File: src/design/wcpb_pkg.sv
// ----------------------------------------------------------------------------
// wcpb_pkg: shared types and constants of the waveform column peak bars block
// Holds the configuration register indexes, the field widths and the
// configuration bundle that the datapath modules share.
// ----------------------------------------------------------------------------
package wcpb_pkg;

    localparam int CFG_DATA_W  = 24;
    localparam int CFG_INDEX_W = 2;

    localparam logic [CFG_INDEX_W-1:0] REG_SAMPLES_PER_COLUMN = 2'd0;
    localparam logic [CFG_INDEX_W-1:0] REG_COLUMN_COUNT       = 2'd1;
    localparam logic [CFG_INDEX_W-1:0] REG_IMAGE_HEIGHT       = 2'd2;

    localparam int SPC_W      = 24;
    localparam int COUNT_W    = 13;
    localparam int HEIGHT_W   = 13;
    localparam int COLUMN_W   = 12;
    localparam int HALF_W     = 12;
    localparam int TOP_W      = 12;
    localparam int BOTTOM_W   = 13;
    localparam int SCALED_W   = 11;

    localparam logic [SPC_W-1:0]    SPC_RESET    = 24'd1;
    localparam logic [COUNT_W-1:0]  COUNT_RESET  = 13'd1800;
    localparam logic [HEIGHT_W-1:0] HEIGHT_RESET = 13'd280;

    localparam logic [COUNT_W-1:0]  MAX_COLUMNS = 13'd4096;
    localparam logic [HEIGHT_W-1:0] MIN_HEIGHT  = 13'd2;
    localparam logic [HEIGHT_W-1:0] MAX_HEIGHT  = 13'd4096;

    typedef struct packed {
        logic [SPC_W-1:0]    samples_per_column;
        logic [COUNT_W-1:0]  column_count;
        logic [HEIGHT_W-1:0] image_height;
    } cfg_t;

endpackage

File: src/design/wcpb_accum.sv
// ----------------------------------------------------------------------------
// wcpb_accum: per-column peak accumulator
// Tracks the sample count, column index and running absolute peak, and
// registers one column event whenever a group of samples completes.
// ----------------------------------------------------------------------------
module wcpb_accum #(
    parameter int SAMPLE_BITS = 16
) (
    input  logic                          aclk,
    input  logic                          aresetn,
    input  wcpb_pkg::cfg_t                cfg,
    input  logic                          accept,
    input  logic signed [SAMPLE_BITS-1:0] sample,
    input  logic                          last_sample,
    input  logic                          ev_pop,
    output logic                          ev_valid,
    output logic [wcpb_pkg::COLUMN_W-1:0] ev_column,
    output logic [SAMPLE_BITS-2:0]        ev_peak
);
    import wcpb_pkg::*;

    localparam int MAG_W = SAMPLE_BITS - 1;

    logic [SPC_W-1:0]   count_reg, count_next;
    logic [COUNT_W-1:0] col_idx_reg, col_idx_next;
    logic [MAG_W-1:0]   peak_reg, peak_next;
    logic               ev_valid_reg, ev_valid_next;
    logic [COLUMN_W-1:0] ev_column_reg;
    logic [MAG_W-1:0]   ev_peak_reg;

    logic [SAMPLE_BITS-1:0] negated;
    logic [MAG_W-1:0]       mag;
    logic [MAG_W-1:0]       peak_max;
    logic [SPC_W-1:0]       count_inc;
    logic [COUNT_W-1:0]     cols_eff;
    logic                   active;
    logic                   done;

    always_comb begin
        negated = (~sample) + {{(SAMPLE_BITS-1){1'b0}}, 1'b1};
        if (!sample[SAMPLE_BITS-1]) begin
            mag = sample[MAG_W-1:0];
        end else if (sample == {1'b1, {MAG_W{1'b0}}}) begin
            mag = {MAG_W{1'b1}};
        end else begin
            mag = negated[MAG_W-1:0];
        end
        peak_max = (mag > peak_reg) ? mag : peak_reg;

        if (cfg.column_count == '0) begin
            cols_eff = {{(COUNT_W-1){1'b0}}, 1'b1};
        end else if (cfg.column_count > MAX_COLUMNS) begin
            cols_eff = MAX_COLUMNS;
        end else begin
            cols_eff = cfg.column_count;
        end

        active    = col_idx_reg < cols_eff;
        count_inc = count_reg + {{(SPC_W-1){1'b0}}, 1'b1};
        done      = active && (count_inc >= cfg.samples_per_column);

        count_next   = count_reg;
        col_idx_next = col_idx_reg;
        peak_next    = peak_reg;
        if (accept) begin
            if (done) begin
                count_next   = '0;
                col_idx_next = col_idx_reg + {{(COUNT_W-1){1'b0}}, 1'b1};
                peak_next    = '0;
            end else if (active) begin
                count_next = count_inc;
                peak_next  = peak_max;
            end
            if (last_sample) begin
                count_next   = '0;
                col_idx_next = '0;
                peak_next    = '0;
            end
        end

        if (accept && done) begin
            ev_valid_next = 1'b1;
        end else if (ev_pop) begin
            ev_valid_next = 1'b0;
        end else begin
            ev_valid_next = ev_valid_reg;
        end
    end

    always_ff @(posedge aclk) begin
        if (!aresetn) begin
            count_reg    <= '0;
            col_idx_reg  <= '0;
            peak_reg     <= '0;
            ev_valid_reg <= 1'b0;
        end else begin
            count_reg    <= count_next;
            col_idx_reg  <= col_idx_next;
            peak_reg     <= peak_next;
            ev_valid_reg <= ev_valid_next;
        end
    end

    always_ff @(posedge aclk) begin
        if (accept && done) begin
            ev_column_reg <= col_idx_reg[COLUMN_W-1:0];
            ev_peak_reg   <= peak_max;
        end
    end

    assign ev_valid  = ev_valid_reg;
    assign ev_column = ev_column_reg;
    assign ev_peak   = ev_peak_reg;

endmodule

File: src/design/wcpb_scale.sv
// ----------------------------------------------------------------------------
// wcpb_scale: peak scaling and bar bounds with the result register
// Scales a column peak to half the image height and registers the bar's
// row bounds for the result channel.
// ----------------------------------------------------------------------------
module wcpb_scale #(
    parameter int SAMPLE_BITS = 16
) (
    input  logic                          aclk,
    input  logic                          aresetn,
    input  wcpb_pkg::cfg_t                cfg,
    input  logic                          ev_valid,
    input  logic [wcpb_pkg::COLUMN_W-1:0] ev_column,
    input  logic [SAMPLE_BITS-2:0]        ev_peak,
    output logic                          ev_ready,
    output logic                          m_valid,
    input  logic                          m_ready,
    output logic [wcpb_pkg::COLUMN_W-1:0] m_column,
    output logic [wcpb_pkg::TOP_W-1:0]    m_bar_top,
    output logic [wcpb_pkg::BOTTOM_W-1:0] m_bar_bottom,
    output logic [wcpb_pkg::SCALED_W-1:0] m_scaled_peak
);
    import wcpb_pkg::*;

    localparam int MAG_W  = SAMPLE_BITS - 1;
    localparam int PROD_W = MAG_W + HALF_W;

    logic                 m_valid_reg, m_valid_next;
    logic [COLUMN_W-1:0]  column_reg;
    logic [TOP_W-1:0]     top_reg;
    logic [BOTTOM_W-1:0]  bottom_reg;
    logic [SCALED_W-1:0]  scaled_reg;

    logic [HEIGHT_W-1:0]  height_eff;
    logic [HALF_W-1:0]    half;
    logic [PROD_W-1:0]    product;
    logic [SCALED_W-1:0]  p;
    logic [TOP_W-1:0]     top;
    logic [BOTTOM_W-1:0]  bottom;
    logic                 advance;

    always_comb begin
        if (cfg.image_height < MIN_HEIGHT) begin
            height_eff = MIN_HEIGHT;
        end else if (cfg.image_height > MAX_HEIGHT) begin
            height_eff = MAX_HEIGHT;
        end else begin
            height_eff = cfg.image_height;
        end
        half    = height_eff[HEIGHT_W-1:1];
        product = PROD_W'(ev_peak) * PROD_W'(half);
        p       = product[MAG_W +: SCALED_W];
        top     = half - TOP_W'(p);
        if (p == '0) begin
            bottom = BOTTOM_W'(half) + {{(BOTTOM_W-1){1'b0}}, 1'b1};
        end else begin
            bottom = BOTTOM_W'(half) + BOTTOM_W'(p);
        end

        advance      = !m_valid_reg || m_ready;
        m_valid_next = advance ? ev_valid : m_valid_reg;
    end

    always_ff @(posedge aclk) begin
        if (!aresetn) begin
            m_valid_reg <= 1'b0;
        end else begin
            m_valid_reg <= m_valid_next;
        end
    end

    always_ff @(posedge aclk) begin
        if (advance && ev_valid) begin
            column_reg <= ev_column;
            top_reg    <= top;
            bottom_reg <= bottom;
            scaled_reg <= p;
        end
    end

    assign ev_ready      = advance;
    assign m_valid       = m_valid_reg;
    assign m_column      = column_reg;
    assign m_bar_top     = top_reg;
    assign m_bar_bottom  = bottom_reg;
    assign m_scaled_peak = scaled_reg;

endmodule

File: src/design/waveform_column_peak_bars.sv
// ----------------------------------------------------------------------------
// waveform_column_peak_bars: peak-decimated waveform overview, one bar per column
// Reduces a stream of signed audio samples to one vertical bar per image
// column, sized by the peak absolute sample value of that column.
// ----------------------------------------------------------------------------
// Samples enter on the s_ channel, one item per cycle when s_ready is high.
// Each group of samples_per_column samples yields one item on the m_ channel
// carrying the column index, the bar's first row, the row after its last row
// and the scaled peak. Samples beyond column_count columns give no item, and
// an item flagged s_last_sample restarts the waveform at column 0 after it
// has been counted; an unfinished column is dropped.
// The sample that completes a column shows its result on m_valid after passing
// through the column event register and then the result register, which the
// multiplier feeds combinationally. Throughput is one sample per cycle while
// s_ready is high, set by the peak and count update.
// When the receiver holds m_ready low, the result register and the event
// register both fill and s_ready then drops until the result is taken.
// Reset clears all counters and pipeline valids and loads the register
// defaults: 1 sample per column, 1800 columns, an image height of 280 rows.
// The user makes configuration writes while the block idles; nothing enforces it.
// ----------------------------------------------------------------------------
module waveform_column_peak_bars #(
    parameter int SAMPLE_BITS = 16
) (
    input  logic                             aclk,
    input  logic                             aresetn,
    input  logic                             cfg_wr_en,
    input  logic [wcpb_pkg::CFG_INDEX_W-1:0] cfg_index,
    input  logic [wcpb_pkg::CFG_DATA_W-1:0]  cfg_wdata,
    input  logic                             s_valid,
    output logic                             s_ready,
    input  logic signed [SAMPLE_BITS-1:0]    s_sample,
    input  logic                             s_last_sample,
    output logic                             m_valid,
    input  logic                             m_ready,
    output logic [wcpb_pkg::COLUMN_W-1:0]    m_column,
    output logic [wcpb_pkg::TOP_W-1:0]       m_bar_top,
    output logic [wcpb_pkg::BOTTOM_W-1:0]    m_bar_bottom,
    output logic [wcpb_pkg::SCALED_W-1:0]    m_scaled_peak
);
    import wcpb_pkg::*;

    cfg_t cfg_reg, cfg_next;

    logic                   accept;
    logic                   ev_valid;
    logic                   ev_ready;
    logic                   ev_pop;
    logic [COLUMN_W-1:0]    ev_column;
    logic [SAMPLE_BITS-2:0] ev_peak;

    always_comb begin
        cfg_next = cfg_reg;
        if (cfg_wr_en) begin
            case (cfg_index)
                REG_SAMPLES_PER_COLUMN: begin
                    cfg_next.samples_per_column = cfg_wdata[SPC_W-1:0];
                end
                REG_COLUMN_COUNT: begin
                    cfg_next.column_count = cfg_wdata[COUNT_W-1:0];
                end
                REG_IMAGE_HEIGHT: begin
                    cfg_next.image_height = cfg_wdata[HEIGHT_W-1:0];
                end
                default: begin
                    cfg_next = cfg_reg;
                end
            endcase
        end
    end

    always_ff @(posedge aclk) begin
        if (!aresetn) begin
            cfg_reg.samples_per_column <= SPC_RESET;
            cfg_reg.column_count       <= COUNT_RESET;
            cfg_reg.image_height       <= HEIGHT_RESET;
        end else begin
            cfg_reg <= cfg_next;
        end
    end

    assign ev_pop  = ev_valid && ev_ready;
    assign s_ready = !ev_valid || ev_ready;
    assign accept  = s_valid && s_ready;

    wcpb_accum #(
        .SAMPLE_BITS (SAMPLE_BITS)
    ) u_accum (
        .aclk        (aclk),
        .aresetn     (aresetn),
        .cfg         (cfg_reg),
        .accept      (accept),
        .sample      (s_sample),
        .last_sample (s_last_sample),
        .ev_pop      (ev_pop),
        .ev_valid    (ev_valid),
        .ev_column   (ev_column),
        .ev_peak     (ev_peak)
    );

    wcpb_scale #(
        .SAMPLE_BITS (SAMPLE_BITS)
    ) u_scale (
        .aclk          (aclk),
        .aresetn       (aresetn),
        .cfg           (cfg_reg),
        .ev_valid      (ev_valid),
        .ev_column     (ev_column),
        .ev_peak       (ev_peak),
        .ev_ready      (ev_ready),
        .m_valid       (m_valid),
        .m_ready       (m_ready),
        .m_column      (m_column),
        .m_bar_top     (m_bar_top),
        .m_bar_bottom  (m_bar_bottom),
        .m_scaled_peak (m_scaled_peak)
    );

endmodule

File: config.mk
export PLATFORM = sky130hd
export DESIGN_NAME = waveform_column_peak_bars
export DESIGN_NICKNAME = d
export VERILOG_FILES = /design/src/design/wcpb_pkg.sv /design/src/design/wcpb_accum.sv /design/src/design/wcpb_scale.sv /design/src/design/waveform_column_peak_bars.sv
export SDC_FILE = /design/constraint.sdc
export NUM_CORES = 1
export LEC_CHECK = 0
export CORE_AREA = 2 2 169 213
export CTS_CLUSTER_DIAMETER = 120
export DETAILED_ROUTE_END_ITERATION = 7
export DIE_AREA = 0 0 171 215
export DONT_BUFFER_PORTS = 1
export HOLD_SLACK_MARGIN = 0.1
export PLACE_DENSITY = 0.59
export SLEW_MARGIN = 30
export SYNTH_ARGS = -nofsm -noshare
export SYNTH_HDL_FRONTEND = slang
export SYNTH_HIERARCHICAL = 1
export SYNTH_SLANG_ARGS = --single-unit
File: constraint.sdc
create_clock -name aclk -period 8.2 [get_ports aclk]
set_input_delay 0.82 -clock aclk [delete_from_list [all_inputs] [get_ports aclk]]
set_output_delay 0.82 -clock aclk [all_outputs]
set_load 0.01 [all_outputs]
# After elaboration in Yosys (flattened, before gate mapping)
# Index checks and enable logic that the tools add are counted.
dict set report word_totals {
  register_bits 179
  inputBits 48
  output_inout_bits 50
  elab_cells 68
}
dict set report op_classes {
  add_sub_neg 6
  n_mul 1
  n_lt_le_gt_ge 6
  n_eq_ne 3
  n_mux 18
  n_bitwise 1
  reduce_logical 19
}
# cell n
set ops {}
lappend ops {{13-bit 2-to-1 mux} 7}
lappend ops {{15-bit 2-to-1 mux} 6}
lappend ops {{24-bit 2-to-1 mux} 3}
lappend ops {{13-bit > comparator, second input constant} 2}
lappend ops {{15-bit by 12-bit multiplier with 26-bit output} 1}
lappend ops {{24-bit by 1-bit adder with 24-bit output, second input constant} 1}
lappend ops {{24-bit >= comparator} 1}
lappend ops {{16-bit equality test, second input constant} 1}
lappend ops {{15-bit by 1-bit adder with 15-bit output, second input constant} 1}
lappend ops {{15-bit > comparator} 1}
lappend ops {{15-bit NOT} 1}
lappend ops {{12-bit by 1-bit adder with 13-bit output, second input constant} 1}
lappend ops {{12-bit by 11-bit adder with 13-bit output} 1}
lappend ops {{13-bit by 1-bit adder with 13-bit output, second input constant} 1}
lappend ops {{13-bit zero test} 1}
lappend ops {{13-bit less-than comparator} 1}
lappend ops {{13-bit by 2-bit less-than comparator with 1-bit output, second input constant} 1}
lappend ops {{12-bit by 11-bit subtractor with 12-bit output} 1}
lappend ops {{11-bit zero test} 1}
lappend ops {{2-bit AND reduction} 5}
lappend ops {{1-bit logical AND} 4}
lappend ops {{2-bit nonzero test} 2}
lappend ops {{3-bit nonzero test} 1}
lappend ops {{2-bit by 1-bit equality test with 1-bit output, second input constant} 1}
lappend ops {{other kinds (5)} 8}

# Longest topological paths before layout
dict set report logic_depth {
  ltp_word 9
  depth_mapped 37
  mapped_depth_nobuf 36
}

# Cells and area by module
# Netlist, hierarchy kept.
# mod n_inst cells_per_inst area_per_inst_um2
set modules_own_cells {}
lappend modules_own_cells {wcpb_scale 1 899 8353.0}
lappend modules_own_cells {wcpb_accum 1 584 5136.2}
lappend modules_own_cells {waveform_column_peak_bars 1 199 1981.9}

# Worst setup path after synthesis
# OpenSTA, ideal clock, no wires.
dict set report synth_timing {
  path_type {register to register}
  from {reg cfg_reg[7] (netlist name)}
  to {reg u_scale.bottom_reg[10] (netlist: u_scale/m_bar_bottom[10]), data pin}
  setup_time_ns 0.195
  arrival_ns 8.375
  slack_ns -0.370
  stages_incl_launch_ff 35
  path_buffers 1
  period_less_slack_ns 8.570
  cell_sequence {dfxtp_1 or4_4 nor4_4 a21o_2 and2_2 clkbuf_1 nand2_1 fa_1 inv_1 fa_1 fa_1 fa_1 inv_1 fa_1 inv_1 ha_1 a21oi_1 o21ai_1 o221ai_1 nand2b_1 o32a_2 a21oi_1 mux2i_1 a41o_1 ha_1 inv_1 fa_1 nor2b_1 o21ai_0 a21boi_0 o21ai_0 a21boi_0 o21a_1 nor2_1 o311ai_0}
}
dict set report synth_between {
  elab_chain_cells 6
  word_cells_on_any_way 9
}
# item line_no
set synth_lines {}
lappend synth_lines {{from (decl)} waveform_column_peak_bars.sv:43} ;# cfg_t cfg_reg, cfg_next;
lappend synth_lines {{from (signal assigned)} waveform_column_peak_bars.sv:78} ;# cfg_reg <= cfg_next;
lappend synth_lines {{13-bit > comparator} wcpb_scale.sv:45} ;# end else if (cfg.image_height > MAX_HEIGHT) begin
lappend synth_lines {{13-bit 2-to-1 mux} wcpb_scale.sv:45}
lappend synth_lines {{13-bit 2-to-1 mux *} wcpb_scale.sv:43} ;# if (cfg.image_height < MIN_HEIGHT) begin
lappend synth_lines {{15-bit by 12-bit multiplier with 26-bit output} wcpb_scale.sv:51} ;# product = PROD_W'(ev_peak) * PROD_W'(half);
lappend synth_lines {{12-bit by 11-bit adder with 13-bit output or 11-bit zero test (tied branches)} {wcpb_scale.sv:57, wcpb_scale.sv:54}}
lappend synth_lines {{13-bit 2-to-1 mux *} wcpb_scale.sv:54} ;# if (p == '0) begin
lappend synth_lines {{net u_scale.bottom[10]} wcpb_scale.sv:39} ;# logic [BOTTOM_W-1:0] bottom;
lappend synth_lines {{to (signal assigned)} wcpb_scale.sv:76} ;# bottom_reg <= bottom;
lappend synth_lines {{to (decl)} wcpb_scale.sv:31} ;# logic [BOTTOM_W-1:0] bottom_reg;
# Mark *: on every way through the listed nets, which the timed path passes. The rest lies on a longest branch.
# A chain may end at the register's enable or synchronous reset.

# Worst setup path in the final report
dict set report layout_timing {
  from {reg cfg_reg[4] (netlist name)}
  to {reg u_scale.bottom_reg[11] (netlist: u_scale/m_bar_bottom[11]), data pin}
}
dict set report layout_between {
  elab_chain_cells 6
  word_cells_on_any_way 9
}
# item line_no
set layout_lines {}
lappend layout_lines {{13-bit > comparator} wcpb_scale.sv:45}
lappend layout_lines {{13-bit 2-to-1 mux} wcpb_scale.sv:45}
lappend layout_lines {{13-bit 2-to-1 mux *} wcpb_scale.sv:43}
lappend layout_lines {{15-bit by 12-bit multiplier with 26-bit output *} wcpb_scale.sv:51}
lappend layout_lines {{net u_scale.product[19]} wcpb_scale.sv:36} ;# logic [PROD_W-1:0] product;
lappend layout_lines {{12-bit by 11-bit adder with 13-bit output or 11-bit zero test (tied branches)} {wcpb_scale.sv:57, wcpb_scale.sv:54}}
lappend layout_lines {{13-bit 2-to-1 mux *} wcpb_scale.sv:54}
lappend layout_lines {{net u_scale.bottom[11]} wcpb_scale.sv:39}
# Marks and branches as above.

==> flow_summary.json <==
{
  "status": "complete, no violations",
  "gr-usage-met2_pct": 36.1,
  "finalWorstSetupSlack_ns": 0.334,
  "ys.flop_type": "dfxtp_1",
  "path_delay_family": "adder cells",
  "syn_area_per_cell_sq_um": 9.20,
  "rr_endpoint": "u_scale/m_bar_bottom[11]",
  "grt_max_degree": 82,
  "hold-path-endpoint": "u_scale/m_column[8]",
  "crit_slowest_cell": "fa_1",
  "crit_arrival_ns": 8.07,
  "cts.clk_slew.worst_paths_ns": 0.07,
  "worstSetupPathDepth": 34,
  "die_h_microns": 215,
  "dieArea_sq_mm": 0.0368,
  "synth_area_leader_cell": "fa_1",
  "cts_root_buf": "clkbuf_16",
  "wl_microns": 35900,
  "yosys.cell_types.count": 89,
  "worstPathMaxFanout": 5,
  "setup_viol": 0,
  "wl_per_cell_microns": 16.3,
  "r2r_cells": 34,
  "use_met3_pct": 4.24,
  "busiest_layer": "met2",
  "grt_first_pass_wirelength_microns": 59200,
  "p_per_area_mw_per_mm2": 277,
  "grtUsageTotal_pct": 20.3,
  "antenna_found_initial": 0,
  "post-place-ws_ns": -0.198,
  "ys_async_sr_fraction_pct": 0,
  "dpl-instance-area_sq_mm": 0.0163,
  "fin_skew_ns": 0.0162,
  "multiInputGateArea_sq_mm": 0.0102,
  "clkLatencyLatePin_ns": 0.46,
  "hold_path_class": "flop to flop",
  "tightest_slew_ns": 0.975,
  "synth_adder_area_share_pct": 27.7,
  "synth-seq-cells": 179,
  "finish.instance_area_sq_mm": 0.0172,
  "ir_drop_mv": 0.200,
  "ys_seq_area_share_pct": 28.0,
  "max-slew-margin-rel_pct": 35.0,
  "fin_util_pct": 49.4,
  "synth.cell_area_sq_mm": 0.0155,
  "layout_commonest_cell": "nand2_1",
  "start_util_pct": 44.4,
  "place_congestion": 0.871,
  "dpl.hpwl_microns": 27900,
  "ant_nets": 0,
  "drive_gt1_share_pct": 12.5,
  "crit_path_max_incr_delay_ns": 0.56,
  "synthTopCellsByArea": "fa_1 (17%), edfxtp_1 (15%), dfxtp_1 (13%)",
  "hold_buffers": 0,
  "drt_iter0_markers": 580,
  "synthSimpleGateAreaFrac_pct": 18.6,
  "via_count": 11600,
  "grt_pass1_vias": 11800,
  "hold_depth": 0,
  "seq_area_sq_mm": 0.00434,
  "remaining_drc_errors": 0,
  "end_kind": "flop",
  "syn_to_final_growth_pct": 11.4,
  "drt-vias-per-instance": 5.29,
  "n_antenna_cell": 0,
  "criticalPathCategory": "flop to flop",
  "die_w_microns": 171,
  "p_leak_nw": 7.54,
  "cts.htree.levels": 4,
  "synthMuxAreaShare_pct": 3.49,
  "clock_sinks": 179,
  "syn_inst": 1682,
  "r2r_start": "cfg_reg[4]",
  "hold_viol": 0,
  "max_freq_mhz": 127,
  "cp.buffers_inverters": 6,
  "cp-start-kind": "flop",
  "tns_ns": 0,
  "synth_nets": 1994,
  "required_ns": 8.40,
  "io_buffers": 0,
  "synth-compound-area-share_pct": 10.4,
  "cts_max_path_buffers": 2,
  "layout.cells.most_common_list": "nand2_1 (271), inv_1 (236), ha_1 (124), fa_1 (124), dfxtp_1 (103)",
  "fill_cells": 3321,
  "synth_top_family_by_area": "adder cells",
  "rows": 77,
  "largest_reg_flops": 50,
  "top_level_ports": 98,
  "synthXorXnorAreaFrac_pct": 3.72,
  "globalRoute.totalOverflow": 0,
  "cts_buffers": 17,
  "slew_viol_final": 0,
  "cpMostUsedCell": "buf_4",
  "coreArea_sq_mm": 0.0349,
  "rrSetupSlack_ns": 0.33,
  "synth_edf_count": 75,
  "cts_tree": "yes",
  "yosysTopAreaCellShare_pct": 16.8,
  "met1_usage_pct": 24.2,
  "fin_crit_sh_pct": 95.9,
  "nNetsFinal": 2023,
  "rsz0062_at_grt": "true",
  "dr.pass1.iters": 6,
  "min_from": "u_accum/ev_column[8]",
  "cap_viol_max_count": 0,
  "yosysWarnings": 6,
  "period_minus_slack_ns": 7.87
}
## cells in the mapped netlist, drive strengths merged, types with 11 or more instances
master / count
clkbuf: 59
nor2b: 26
nand4: 13
edfxtp: 75
o211ai: 11
a31oi: 27
inv: 245
a21oi: 40
nand2b: 16
a21o: 12
and2: 65
xnor2: 43
ha: 134
buf: 13
o21ai: 41
and3: 20
mux2i: 54
dfxtp: 104
nor2: 53
o22ai: 19
fa: 130
a32o: 12
nand3b: 11
nor3: 14
nand2: 274
nand3: 27
xor2: 21
## logic make-up (layout without fill, tap and decap cells)
group                    Yosys count  in the layout
AO/OA/AOI/OAI                    232            232
XOR/XNOR                          64             64
adder cells (fa/ha/maj)          264            264
buffers and inverters            317            359
flip-flops                       179            179
multiplexers                      54             54
AND/OR/NAND/NOR                  572            572
## worst max-delay path by stage
stage,from,end,slack (ns)
6_report,cfg_reg[4],u_scale/m_bar_bottom[11],0.33
5_1_grt,cfg_reg[4],u_scale/m_bar_bottom[12],-0.09
4_1_cts,cfg_reg[7],u_scale/m_bar_bottom[10],0.05
3_5_place_dp,cfg_reg[4],u_scale/m_bar_bottom[10],-0.20
3_3_place_gp,cfg_reg[4],u_scale/m_bar_bottom[10],-0.04
2_1_floorplan,cfg_reg[4],u_scale/m_bar_bottom[10],0.03
## through the flow
| stage | cells | power [mW] | hold WS (ns) |
|---|---|---|---|
| 2_1_floorplan | 1682 | 2.97 | 0.400 |
| 3_3_place_gp | 2160 | 3.65 | 0.405 |
| 3_5_place_dp | 2160 | 3.69 | 0.408 |
| 4_1_cts | 2194 | 4.59 | 0.431 |
| 5_1_grt | 2198 | 5.23 | 0.438 |
| 6_report | 2198 | 4.78 | 0.427 |
## power by group
group	internal, mW	switching (mW)
Sequential	1.15	0.0840
Combinational	1.30	1.42
Clock	0.408	0.408
## what timing repair did
item | in CTS | in global routing
setup endpoints to repair | 3 | 11
resized for setup | 8 | 58
buffers inserted | 2 | 4
pin swaps | 7 | 46
## layout make-up
class                      instances  area share [%]
clock buffer                      17            2.47
clock inverter                    15           0.907
inverter                         245            5.33
multi-input combinational       1186            59.1
sequential                       179            25.1
tap                              474            3.44
timing repair buffer              82            3.59
## per-layer routing
| layer | part of all wire [%] | vias to the layer above |
|---|---|---|
| met5 | 0 | - |
| li1 | - | 5663 |
| met3 | 4.4 | 40 |
| met1 | 42 | 5675 |
| met4 | 2.1 | 0 |
| met2 | 51 | 243 |
Note: power is estimated with default switching activity, not from simulation.
